[src/rtl/tlpr_pkg.sv]
package tlpr_pkg;

    // Strip geometry.
    localparam int LINE_CHARS  = 26;
    localparam int LINE_WIDTH  = 320;
    localparam int LINE_HEIGHT = 16;

    // Cell and glyph geometry.
    localparam int CELL_PIXELS = 12;
    localparam int GLYPH_COLS  = 5;
    localparam int GLYPH_ROWS  = 7;
    localparam int GLYPH_PIXEL_ROWS = 14;

    // Field widths of the words.
    localparam int FUNC_W  = 2;
    localparam int POS_W   = 5;
    localparam int CODE_W  = 8;
    localparam int LEN_W   = 5;
    localparam int X_W     = 9;
    localparam int Y_W     = 4;
    localparam int COLOR_W = 16;

    // Derived widths.
    localparam int CHAR_IDX_W = (LINE_CHARS > 1) ? $clog2(LINE_CHARS) : 1;
    localparam int CELL_W     = $clog2(LINE_WIDTH / CELL_PIXELS + 1);
    localparam int CMP_W      = (CELL_W > LEN_W) ? CELL_W : LEN_W;
    localparam int COL_W      = 3;
    localparam int ROW_W      = 3;

    // Reciprocal of the cell width, exact for every column below 1024.
    localparam int RECIP_SHIFT = 15;
    localparam int RECIP_W     = 12;
    localparam int RECIP       = (1 << RECIP_SHIFT) / CELL_PIXELS + 1;

    // Function codes of an input word.
    localparam logic [FUNC_W-1:0] FUNC_WRITE_CHAR = 2'd0;
    localparam logic [FUNC_W-1:0] FUNC_SET_LINE   = 2'd1;
    localparam logic [FUNC_W-1:0] FUNC_PIXEL      = 2'd2;

    // Configuration register indexes.
    localparam int CFG_IDX_W = 2;
    localparam logic [CFG_IDX_W-1:0] REG_FOREGROUND = 2'd0;
    localparam logic [CFG_IDX_W-1:0] REG_HIGHLIGHT  = 2'd1;
    localparam logic [CFG_IDX_W-1:0] REG_NORMAL_BG  = 2'd2;

    // Register reset values.
    localparam logic [COLOR_W-1:0] FOREGROUND_RESET = 16'hffff;
    localparam logic [COLOR_W-1:0] HIGHLIGHT_RESET  = 16'h001f;
    localparam logic [COLOR_W-1:0] NORMAL_BG_RESET  = 16'h0000;

    // Character codes with glyphs of their own.
    localparam logic [CODE_W-1:0] CH_COLON      = 8'h3a;
    localparam logic [CODE_W-1:0] CH_PERIOD     = 8'h2e;
    localparam logic [CODE_W-1:0] CH_MINUS      = 8'h2d;
    localparam logic [CODE_W-1:0] CH_SLASH      = 8'h2f;
    localparam logic [CODE_W-1:0] CH_UNDERSCORE = 8'h5f;
    localparam logic [CODE_W-1:0] CH_PERCENT    = 8'h25;
    localparam logic [CODE_W-1:0] CH_UPPER_A    = 8'h41;
    localparam logic [CODE_W-1:0] CH_DIGIT_0    = 8'h30;
    localparam logic [CODE_W-1:0] CASE_OFFSET   = 8'h20;

    // Input word, output word and the job passed from front to back.
    typedef struct packed {
        logic [FUNC_W-1:0] func;
        logic [POS_W-1:0]  char_pos;
        logic [CODE_W-1:0] char_code;
        logic [LEN_W-1:0]  text_length;
        logic              selected;
        logic [X_W-1:0]    pixel_x;
        logic [Y_W-1:0]    pixel_y;
    } t_in_word;

    typedef struct packed {
        logic [COLOR_W-1:0] pixel_color;
        logic               pixel_lit;
    } t_out_word;

    typedef struct packed {
        logic [CODE_W-1:0] code;
        logic [COL_W-1:0]  col;
        logic [ROW_W-1:0]  row;
        logic              active;
        logic              highlight;
    } t_job;

    typedef logic [GLYPH_COLS*GLYPH_ROWS-1:0] t_glyph;

    // Pack five glyph columns, column 0 in the low bits.
    function automatic t_glyph pack5(input logic [6:0] c0, input logic [6:0] c1,
                                     input logic [6:0] c2, input logic [6:0] c3,
                                     input logic [6:0] c4);
        return {c4, c3, c2, c1, c0};
    endfunction

    localparam t_glyph FONT_ALPHA [26] = '{
        pack5(126,   9,   9,   9, 126), pack5(127,  73,  73,  73,  54),
        pack5( 62,  65,  65,  65,  34), pack5(127,  65,  65,  34,  28),
        pack5(127,  73,  73,  73,  65), pack5(127,   9,   9,   9,   1),
        pack5( 62,  65,  73,  73, 122), pack5(127,   8,   8,   8, 127),
        pack5( 65,  65, 127,  65,  65), pack5( 32,  64,  65,  63,   1),
        pack5(127,   8,  20,  34,  65), pack5(127,  64,  64,  64,  64),
        pack5(127,   2,  12,   2, 127), pack5(127,   4,   8,  16, 127),
        pack5( 62,  65,  65,  65,  62), pack5(127,   9,   9,   9,   6),
        pack5( 62,  65,  81,  33,  94), pack5(127,   9,  25,  41,  70),
        pack5( 38,  73,  73,  73,  50), pack5(  1,   1, 127,   1,   1),
        pack5( 63,  64,  64,  64,  63), pack5( 31,  32,  64,  32,  31),
        pack5( 63,  64,  56,  64,  63), pack5( 99,  20,   8,  20,  99),
        pack5(  3,   4, 120,   4,   3), pack5( 97,  81,  73,  69,  67)
    };

    localparam t_glyph FONT_NUM [10] = '{
        pack5( 62,  81,  73,  69,  62), pack5(  0,  66, 127,  64,   0),
        pack5( 98,  81,  73,  73,  70), pack5( 34,  65,  73,  73,  54),
        pack5( 24,  20,  18, 127,  16), pack5( 39,  69,  69,  69,  57),
        pack5( 62,  73,  73,  73,  50), pack5(  1, 113,   9,   5,   3),
        pack5( 54,  73,  73,  73,  54), pack5( 38,  73,  73,  73,  62)
    };

    localparam t_glyph GLYPH_COLON      = pack5(0, 0, 36, 0, 0);
    localparam t_glyph GLYPH_PERIOD     = pack5(0, 0, 64, 0, 0);
    localparam t_glyph GLYPH_MINUS      = pack5(8, 8, 8, 8, 8);
    localparam t_glyph GLYPH_SLASH      = pack5(64, 32, 16, 8, 4);
    localparam t_glyph GLYPH_UNDERSCORE = pack5(64, 64, 64, 64, 64);
    localparam t_glyph GLYPH_PERCENT    = pack5(99, 32, 16, 8, 99);

    // Dot column of a character; bit r is glyph row r from the top.
    function automatic logic [GLYPH_ROWS-1:0] font_column(input logic [CODE_W-1:0] code,
                                                          input logic [COL_W-1:0] col);
        logic [CODE_W-1:0] ch;
        t_glyph            g;
        ch = code;
        g  = '0;
        if (ch inside {[8'h61:8'h7a]}) begin
            ch = ch - CASE_OFFSET;
        end
        if (ch inside {[8'h41:8'h5a]}) begin
            g = FONT_ALPHA[5'(ch - CH_UPPER_A)];
        end else if (ch inside {[8'h30:8'h39]}) begin
            g = FONT_NUM[4'(ch - CH_DIGIT_0)];
        end else begin
            case (ch)
                CH_COLON:      g = GLYPH_COLON;
                CH_PERIOD:     g = GLYPH_PERIOD;
                CH_MINUS:      g = GLYPH_MINUS;
                CH_SLASH:      g = GLYPH_SLASH;
                CH_UNDERSCORE: g = GLYPH_UNDERSCORE;
                CH_PERCENT:    g = GLYPH_PERCENT;
                default:       g = '0;
            endcase
        end
        if (int'(col) < GLYPH_COLS) begin
            return g[int'(col)*GLYPH_ROWS +: GLYPH_ROWS];
        end
        return '0;
    endfunction

endpackage

[src/rtl/tlpr_front.sv]
module tlpr_front (
    input  logic              i_clk,
    input  logic              i_rst_n,
    input  logic              i_valid,
    output logic              o_ready,
    input  tlpr_pkg::t_in_word i_in_word,
    input  logic              i_q_full,
    output logic              o_push,
    output tlpr_pkg::t_job    o_job
);

    // Text cells carry no reset: a cell is defined once written.
    logic [tlpr_pkg::CODE_W-1:0] r_cells [tlpr_pkg::LINE_CHARS];
    logic [tlpr_pkg::LEN_W-1:0]  r_len;
    logic                        r_highlight;

    logic                                              accept;
    logic [tlpr_pkg::X_W+tlpr_pkg::RECIP_W-1:0]        prod;
    logic [tlpr_pkg::CELL_W-1:0]                       cell_num;
    logic [tlpr_pkg::X_W-1:0]                          rem;
    logic [tlpr_pkg::COL_W-1:0]                        col;
    logic                                              in_strip;
    logic                                              active;

    assign o_ready = !i_q_full;
    assign accept  = i_valid && o_ready;

    // Split the column into cell and glyph column by a reciprocal multiply.
    assign prod = (tlpr_pkg::X_W+tlpr_pkg::RECIP_W)'(i_in_word.pixel_x)
                * (tlpr_pkg::X_W+tlpr_pkg::RECIP_W)'(tlpr_pkg::RECIP);
    assign cell_num = prod[tlpr_pkg::RECIP_SHIFT +: tlpr_pkg::CELL_W];
    assign rem  = i_in_word.pixel_x
                - tlpr_pkg::X_W'(cell_num) * tlpr_pkg::X_W'(tlpr_pkg::CELL_PIXELS);
    assign col  = rem[tlpr_pkg::COL_W:1];

    // The pixel lies on a glyph dot position of a cell inside the line.
    assign in_strip = ({1'b0, i_in_word.pixel_x} < (tlpr_pkg::X_W+1)'(tlpr_pkg::LINE_WIDTH))
                   && ({1'b0, i_in_word.pixel_y} < (tlpr_pkg::Y_W+1)'(tlpr_pkg::LINE_HEIGHT));
    assign active = in_strip
                 && (tlpr_pkg::CMP_W'(cell_num) < tlpr_pkg::CMP_W'(r_len))
                 && (int'(col) < tlpr_pkg::GLYPH_COLS)
                 && ({1'b0, i_in_word.pixel_y} < (tlpr_pkg::Y_W+1)'(tlpr_pkg::GLYPH_PIXEL_ROWS));

    // Build the job for the back end.
    always_comb begin
        o_push          = accept && (i_in_word.func == tlpr_pkg::FUNC_PIXEL);
        o_job.active    = active;
        o_job.col       = col;
        o_job.row       = i_in_word.pixel_y[tlpr_pkg::ROW_W:1];
        o_job.highlight = r_highlight;
        o_job.code      = active ? r_cells[tlpr_pkg::CHAR_IDX_W'(cell_num)] : '0;
    end

    // Line length and highlight flag.
    always_ff @(posedge i_clk) begin
        if (!i_rst_n) begin
            r_len       <= '0;
            r_highlight <= 1'b0;
        end else if (accept && (i_in_word.func == tlpr_pkg::FUNC_SET_LINE)) begin
            if (int'(i_in_word.text_length) > tlpr_pkg::LINE_CHARS) begin
                r_len <= tlpr_pkg::LEN_W'(tlpr_pkg::LINE_CHARS);
            end else begin
                r_len <= i_in_word.text_length;
            end
            r_highlight <= i_in_word.selected;
        end
    end

    // Character writes; a position beyond the line is dropped.
    always_ff @(posedge i_clk) begin
        if (accept && (i_in_word.func == tlpr_pkg::FUNC_WRITE_CHAR)
                && (int'(i_in_word.char_pos) < tlpr_pkg::LINE_CHARS)) begin
            r_cells[tlpr_pkg::CHAR_IDX_W'(i_in_word.char_pos)] <= i_in_word.char_code;
        end
    end

endmodule

[src/rtl/tlpr_queue.sv]
module tlpr_queue (
    input  logic           i_clk,
    input  logic           i_rst_n,
    input  logic           i_push,
    input  tlpr_pkg::t_job i_job,
    output logic           o_full,
    input  logic           i_pop,
    output logic           o_valid,
    output tlpr_pkg::t_job o_job
);

    localparam int DEPTH = 2;

    tlpr_pkg::t_job r_mem [DEPTH];
    logic           r_wr_ptr;
    logic           r_rd_ptr;
    logic [1:0]     r_count;
    logic [1:0]     n_count;

    assign o_full  = (r_count == 2'(DEPTH));
    assign o_valid = (r_count != 2'd0);
    assign o_job   = r_mem[r_rd_ptr];

    always_comb begin
        n_count = r_count;
        if (i_push && !i_pop) begin
            n_count = r_count + 2'd1;
        end else if (!i_push && i_pop) begin
            n_count = r_count - 2'd1;
        end
    end

    // Pointers and fill count.
    always_ff @(posedge i_clk) begin
        if (!i_rst_n) begin
            r_wr_ptr <= 1'b0;
            r_rd_ptr <= 1'b0;
            r_count  <= 2'd0;
        end else begin
            if (i_push) begin
                r_wr_ptr <= !r_wr_ptr;
            end
            if (i_pop) begin
                r_rd_ptr <= !r_rd_ptr;
            end
            r_count <= n_count;
        end
    end

    // Job storage.
    always_ff @(posedge i_clk) begin
        if (i_push) begin
            r_mem[r_wr_ptr] <= i_job;
        end
    end

    a_count_bound: assert property (@(posedge i_clk) disable iff (!i_rst_n)
        r_count <= 2'(DEPTH))
        else $error("queue count beyond depth");

    a_no_overflow: assert property (@(posedge i_clk) disable iff (!i_rst_n)
        !(i_push && o_full))
        else $error("push into a full queue");

    a_no_underflow: assert property (@(posedge i_clk) disable iff (!i_rst_n)
        !(i_pop && !o_valid))
        else $error("pop from an empty queue");

endmodule

[src/rtl/tlpr_back.sv]
module tlpr_back (
    input  logic                          i_clk,
    input  logic                          i_rst_n,
    input  logic                          i_q_valid,
    input  tlpr_pkg::t_job                i_job,
    output logic                          o_pop,
    input  logic [tlpr_pkg::COLOR_W-1:0]  i_foreground,
    input  logic [tlpr_pkg::COLOR_W-1:0]  i_highlight,
    input  logic [tlpr_pkg::COLOR_W-1:0]  i_normal_bg,
    output logic                          o_valid,
    input  logic                          i_ready,
    output tlpr_pkg::t_out_word           o_out_word
);

    logic                          r_out_valid;
    tlpr_pkg::t_out_word           r_out_word;
    logic [tlpr_pkg::GLYPH_ROWS-1:0] bits;
    logic                          lit;
    logic [tlpr_pkg::COLOR_W-1:0]  color;

    assign o_pop      = i_q_valid && (!r_out_valid || i_ready);
    assign o_valid    = r_out_valid;
    assign o_out_word = r_out_word;

    // Glyph lookup and color choice.
    always_comb begin
        bits  = tlpr_pkg::font_column(i_job.code, i_job.col);
        lit   = i_job.active && bits[i_job.row];
        color = lit ? i_foreground : (i_job.highlight ? i_highlight : i_normal_bg);
    end

    // Output register; the color leaves with its bytes swapped.
    always_ff @(posedge i_clk) begin
        if (!i_rst_n) begin
            r_out_valid <= 1'b0;
        end else if (o_pop) begin
            r_out_valid <= 1'b1;
        end else if (i_ready) begin
            r_out_valid <= 1'b0;
        end
    end

    always_ff @(posedge i_clk) begin
        if (o_pop) begin
            r_out_word.pixel_color <= {color[7:0], color[15:8]};
            r_out_word.pixel_lit   <= lit;
        end
    end

    a_pop_fills_output: assert property (@(posedge i_clk) disable iff (!i_rst_n)
        o_pop |=> r_out_valid)
        else $error("popped job did not reach the output register");

endmodule

[src/rtl/text_line_pixel_renderer_core.sv]
// Text strip character generator for a 320 by 16 pixel line of 26 cells, 5x7 font drawn
// with 2x2 dots. One input word is taken per clock when the two-entry job queue has room:
// character writes and length/highlight updates take effect at the edge they are taken,
// and a pixel request passes through the job queue and then the output register. The front
// end resolves cell, glyph column and stored character; the back end does the font lookup
// and color choice from the queue head, so the sustained rate is one pixel per clock while
// the output side is ready. Configuration registers (foreground, highlight background,
// normal background) are written through i_cfg_we/i_cfg_idx/i_cfg_data with no wait;
// write them only while no pixel request is in flight. A text cell must be written before
// a visible pixel of it is requested.
module text_line_pixel_renderer_core (
    input  logic                           i_clk,
    input  logic                           i_rst_n,
    input  logic                           i_valid,
    output logic                           o_ready,
    input  tlpr_pkg::t_in_word             i_in_word,
    output logic                           o_valid,
    input  logic                           i_ready,
    output tlpr_pkg::t_out_word            o_out_word,
    input  logic                           i_cfg_we,
    input  logic [tlpr_pkg::CFG_IDX_W-1:0] i_cfg_idx,
    input  logic [tlpr_pkg::COLOR_W-1:0]   i_cfg_data
);

    logic [tlpr_pkg::COLOR_W-1:0] r_foreground;
    logic [tlpr_pkg::COLOR_W-1:0] r_highlight;
    logic [tlpr_pkg::COLOR_W-1:0] r_normal_bg;

    logic           push;
    logic           pop;
    logic           q_full;
    logic           q_valid;
    tlpr_pkg::t_job front_job;
    tlpr_pkg::t_job back_job;

    // Configuration registers; unknown indexes are ignored.
    always_ff @(posedge i_clk) begin
        if (!i_rst_n) begin
            r_foreground <= tlpr_pkg::FOREGROUND_RESET;
            r_highlight  <= tlpr_pkg::HIGHLIGHT_RESET;
            r_normal_bg  <= tlpr_pkg::NORMAL_BG_RESET;
        end else if (i_cfg_we) begin
            case (i_cfg_idx)
                tlpr_pkg::REG_FOREGROUND: r_foreground <= i_cfg_data;
                tlpr_pkg::REG_HIGHLIGHT:  r_highlight  <= i_cfg_data;
                tlpr_pkg::REG_NORMAL_BG:  r_normal_bg  <= i_cfg_data;
                default: ;
            endcase
        end
    end

    tlpr_front u_front (
        .i_clk     (i_clk),
        .i_rst_n   (i_rst_n),
        .i_valid   (i_valid),
        .o_ready   (o_ready),
        .i_in_word (i_in_word),
        .i_q_full  (q_full),
        .o_push    (push),
        .o_job     (front_job)
    );

    tlpr_queue u_queue (
        .i_clk   (i_clk),
        .i_rst_n (i_rst_n),
        .i_push  (push),
        .i_job   (front_job),
        .o_full  (q_full),
        .i_pop   (pop),
        .o_valid (q_valid),
        .o_job   (back_job)
    );

    tlpr_back u_back (
        .i_clk        (i_clk),
        .i_rst_n      (i_rst_n),
        .i_q_valid    (q_valid),
        .i_job        (back_job),
        .o_pop        (pop),
        .i_foreground (r_foreground),
        .i_highlight  (r_highlight),
        .i_normal_bg  (r_normal_bg),
        .o_valid      (o_valid),
        .i_ready      (i_ready),
        .o_out_word   (o_out_word)
    );

endmodule

[config.mk]
export PLATFORM = sky130hd
export DESIGN_NAME = text_line_pixel_renderer_core
export DESIGN_NICKNAME = d
export VERILOG_FILES = /design/src/rtl/tlpr_pkg.sv /design/src/rtl/tlpr_front.sv /design/src/rtl/tlpr_queue.sv /design/src/rtl/tlpr_back.sv /design/src/rtl/text_line_pixel_renderer_core.sv
export SDC_FILE = /design/constraint.sdc
export NUM_CORES = 1
export LEC_CHECK = 0
export ABC_CLOCK_PERIOD_IN_PS = 15500
export BUFFER_PORTS_ARGS = -buffer_cell sky130_fd_sc_hd__clkbuf_2
export CAP_MARGIN = 20
export CORE_MARGIN = 2
export CORE_UTILIZATION = 40
export CTS_CLUSTER_DIAMETER = 200
export DETAILED_ROUTE_END_ITERATION = 12
export GPL_TIMING_DRIVEN = 0
export HOLD_SLACK_MARGIN = 0.05
export PLACE_DENSITY_LB_ADDON = 0.12
export SLEW_MARGIN = 25
export SYNTH_ARGS = -nofsm -noshare
export SYNTH_HDL_FRONTEND = slang
export SYNTH_SLANG_ARGS = --single-unit
export TNS_END_PERCENT = 1
[constraint.sdc]
create_clock -name i_clk -period 15.5 [get_ports i_clk]
set_clock_uncertainty 0.1 [all_clocks]
set_input_delay 1.55 -clock i_clk [delete_from_list [all_inputs] [get_ports i_clk]]
set_output_delay 1.55 -clock i_clk [all_outputs]
set_load 0.1 [all_outputs]
==> results.json <==
{
  "outcome": "finished, final reports clean",
  "fin_crit_ns": 9.19,
  "r2r_slack_ns": 8.85,
  "grt_max_degree": 27,
  "start_util_pct": 40.6,
  "grt-ovfl-total": 0,
  "synth_cells": 1586,
  "synth_edf_count": 257,
  "cts_tree": "yes",
  "io_buffers": 74,
  "fillers": 3988,
  "cp_max_fo": 10,
  "finalCritPeriodShare_pct": 59.3,
  "vias": 13152,
  "p_leak_uw": 0.00698,
  "syn_area_mm2": 0.0170,
  "path_class": "primary input to flip-flop",
  "die_w_um": 210,
  "powerDensity_mw_per_mm2": 190,
  "critPathArrivalTime_ns": 9.34,
  "syn_avg_cell_area_um2": 10.7,
  "busiest_layer": "met2",
  "min_to": "r_normal_bg[3]$_SDFFE_PN0P_",
  "antennaDiodeCount": 0,
  "use_met2_pct": 38.6,
  "layout-drive-gt1-share_pct": 11.8,
  "crit_path_end_kind": "flip-flop",
  "cts_buffer_depth": 3,
  "clock_latency_ns": 0.53,
  "critPathLaunchType": "primary input",
  "avgRoutedWirePerCell_um": 23.3,
  "fp.dieH_um": 210,
  "io_pins": 76,
  "hold_depth": 2,
  "startpoint": "i_in_word[7]",
  "yosys_warnings": 0,
  "ys_ff_latch": 317,
  "area.growth.synth_to_final_pct": 12.7,
  "cts-hold-fix-buffers": 0,
  "grt_pass1_wl_um": 80500,
  "drv_slew": 0,
  "h-tree-depth": 2,
  "relSlewSlack_pct": 22.6,
  "maxCapViolCount": 0,
  "rr_startpoint": "u_queue.r_mem[0][9]$_DFFE_PP_",
  "setup-tns-final_ns": 0,
  "path_cells": "clkbuf_2, ha_1, inv_1, fa_1, fa_1, fa_1, inv_1, ha_1, a21o_1, a211oi_1, o21ai_0, a221oi_1, xnor2_1, clkbuf_1, buf_1, ha_1, xor2_1, xnor2_1, xnor2_1, a211oi_1, o21ai_0, a211oi_1",
  "core-area_mm2": 0.0419,
  "grt_pass1_vias": 13050,
  "clock_sinks": 317,
  "wirelength_um": 52800,
  "min_from": "r_normal_bg[3]$_SDFFE_PN0P_",
  "max_stage_delay_ns": 0.91,
  "synth_ff_type": "edfxtp_1",
  "cp_slowest_cell": "a211oi_1",
  "grt_use_total_pct": 23.9,
  "final_cell_mix": "257 x edfxtp_1, 242 x nand2_1, 110 x nor2_1, 91 x clkbuf_1, 85 x inv_1",
  "ys_types": 94,
  "drcViolationCount": 0,
  "ys_seq_area_share_pct": 52.4,
  "instances_no_fill": 2264,
  "async_flop_share_pct": 0,
  "setup_viol": 0,
  "ctsResizeCount": 0,
  "grt_antenna_before_repair": 0,
  "finalWeightedCongestion": 0.991,
  "cts_buffers": 36,
  "post_cts_buffers": 0,
  "reg2regPathDepth": 17,
  "fmax_mhz": 109,
  "peakVddDrop_uv": 111,
  "drt_first_pass_iters": 6,
  "worst_pin_slew_ns": 1.13,
  "hold_violations": 0,
  "rows": 75,
  "worst-path-buf-inv": 5,
  "dp_cells": 2201,
  "drtAntennaViolNets": 0,
  "first_iter_violations": 1095,
  "nets": 1845,
  "hp-class": "flip-flop to flip-flop",
  "cp_top_family": "compound AO/OA/AOI/OAI gates",
  "cp.required_ns": 15.66,
  "via_per_inst": 5.81,
  "r2r_end": "u_back.o_out_word[3]$_DFFE_PP_",
  "rsz0062_at_grt": "false",
  "dp_hpwl_um": 38500,
  "dieArea_mm2": 0.0442,
  "final_common_cell": "edfxtp_1",
  "grt_util_met1_pct": 34.0,
  "synth_fp_nets": 1731,
  "root_buffer": "clkbuf_16",
  "use_met3_pct": 3.19,
  "clkSlewWorstSetupHoldPaths_ns": 0.06
}
==> cell usage after synthesis, types with 7 or more instances <==
cell	instances	area (µm²)
a221oi_1	8	70.1
nor2_1	112	420
nand2b_1	7	43.8
mux2i_1	30	300
o221ai_1	25	219
a21oi_1	72	360
o211ai_1	43	323
inv_1	85	319
ha_1	65	813
a21o_1	10	75.1
xnor2_1	12	105
clkbuf_1	75	282
buf_2	11	55.1
nor3b_1	8	60.1
o2111ai_1	19	166
mux2_4	9	135
dfxtp_1	60	1200
nor3_1	19	95.1
a31oi_1	35	219
nand3_1	66	330
nor2b_1	7	43.8
fa_1	23	460
a32oi_1	7	61.3
o21ai_0	54	270
nand4_1	10	62.6
a211oi_1	20	150
nand2_1	242	908
o32ai_1	7	61.3
edfxtp_1	257	7720
mux2_2	32	360
==> worst register-to-register path, stage by stage (launching register included) <==
cell and delay (ns):
edfxtp_1 0.36, clkbuf_1 0.24, mux2i_1 0.42, clkbuf_1 0.64, ha_1 0.36, buf_2 0.29, nor4bb_1 0.57, o21ai_1 0.26
nand2_1 0.33, buf_2 0.30, o32ai_1 0.10, a2111oi_0 0.60, o22ai_1 0.14, o32ai_1 0.31, nand3_1 0.23, a211oi_4 0.57
buf_8 0.25, mux2_4 0.31
==> how the worst max path moves through the flow <==
stage	end	slack [ns]	cells after the start
after floorplan	u_queue.r_mem[0][13]$_DFFE_PP_	7.76	23
after global placement	u_queue.r_mem[0][13]$_DFFE_PP_	5.94	22
after detailed placement	u_queue.r_mem[0][13]$_DFFE_PP_	5.85	22
after CTS	u_queue.r_mem[1][13]$_DFFE_PP_	6.37	22
after global routing	u_queue.r_mem[1][13]$_DFFE_PP_	5.96	22
final	u_queue.r_mem[1][13]$_DFFE_PP_	6.31	22
==> sequential cells by signal, indices dropped and copies added, names as in the netlist, named ones only <==
| signal | cells |
|---|---|
| u_front.r_cells | 208 |
| u_queue.r_mem | 32 |
| u_back.o_out_word | 17 |
| r_foreground | 16 |
| r_highlight | 16 |
| r_normal_bg | 16 |
| u_front.r_len | 5 |
| u_queue.r_count | 2 |
| u_back.o_valid | 1 |
| u_front.r_highlight | 1 |
| u_queue.r_rd_ptr | 1 |
| u_queue.r_wr_ptr | 1 |
==> power breakdown <==
group,internal [µW],switching (µW),total (µW)
combinational,533,1330,1860
clock,457,330,786
sequential,988,17.1,1010
total,1980,1670,3650
==> stage by stage <==
| step | power (µW) | instance area, µm² | util (%) | hold slack (ns) | setup slack (ns) |
|---|---|---|---|---|---|
| finish | 3650 | 19200 | 45.7 | 0.350 | 6.31 |
| global route | 3850 | 19200 | 45.7 | 0.374 | 5.96 |
| CTS | 3660 | 19200 | 45.7 | 0.354 | 6.37 |
| detailed placement | 2870 | 18100 | 43.2 | 0.343 | 5.85 |
| global placement | 2870 | 18100 | 43.1 | 0.331 | 5.94 |
| floorplan | 2250 | 17000 | - | 0.325 | 7.76 |
==> cell families after synthesis <==
logic type / synth area share [%]
AOI/OAI and AO/OA: 15.5
buffers and inverters: 4.31
xor gates and xnor gates: 0.926
muxes: 4.90
DFF: 52.4
and+or+nand+nor: 14.5
adders and majority gates: 7.48
==> layer usage <==
metal,up-vias,part of all wire (%)
li1,6146,-
met1,6492,46
met2,439,46
met3,75,5.6
met4,0,2.4
met5,-,0
==> area by class of cell <==
class	instances	area [µm²]	area share, %
tap	539	674	3.52
clock inverter	8	53.8	0.280
inverter	87	327	1.70
sequential	317	8920	46.5
multi-input combinational	1086	7380	38.5
timing repair buffer	76	393	2.05
buffer	96	408	2.13
clock buffer	55	1020	5.34
(Power assumes the default switching activity.)
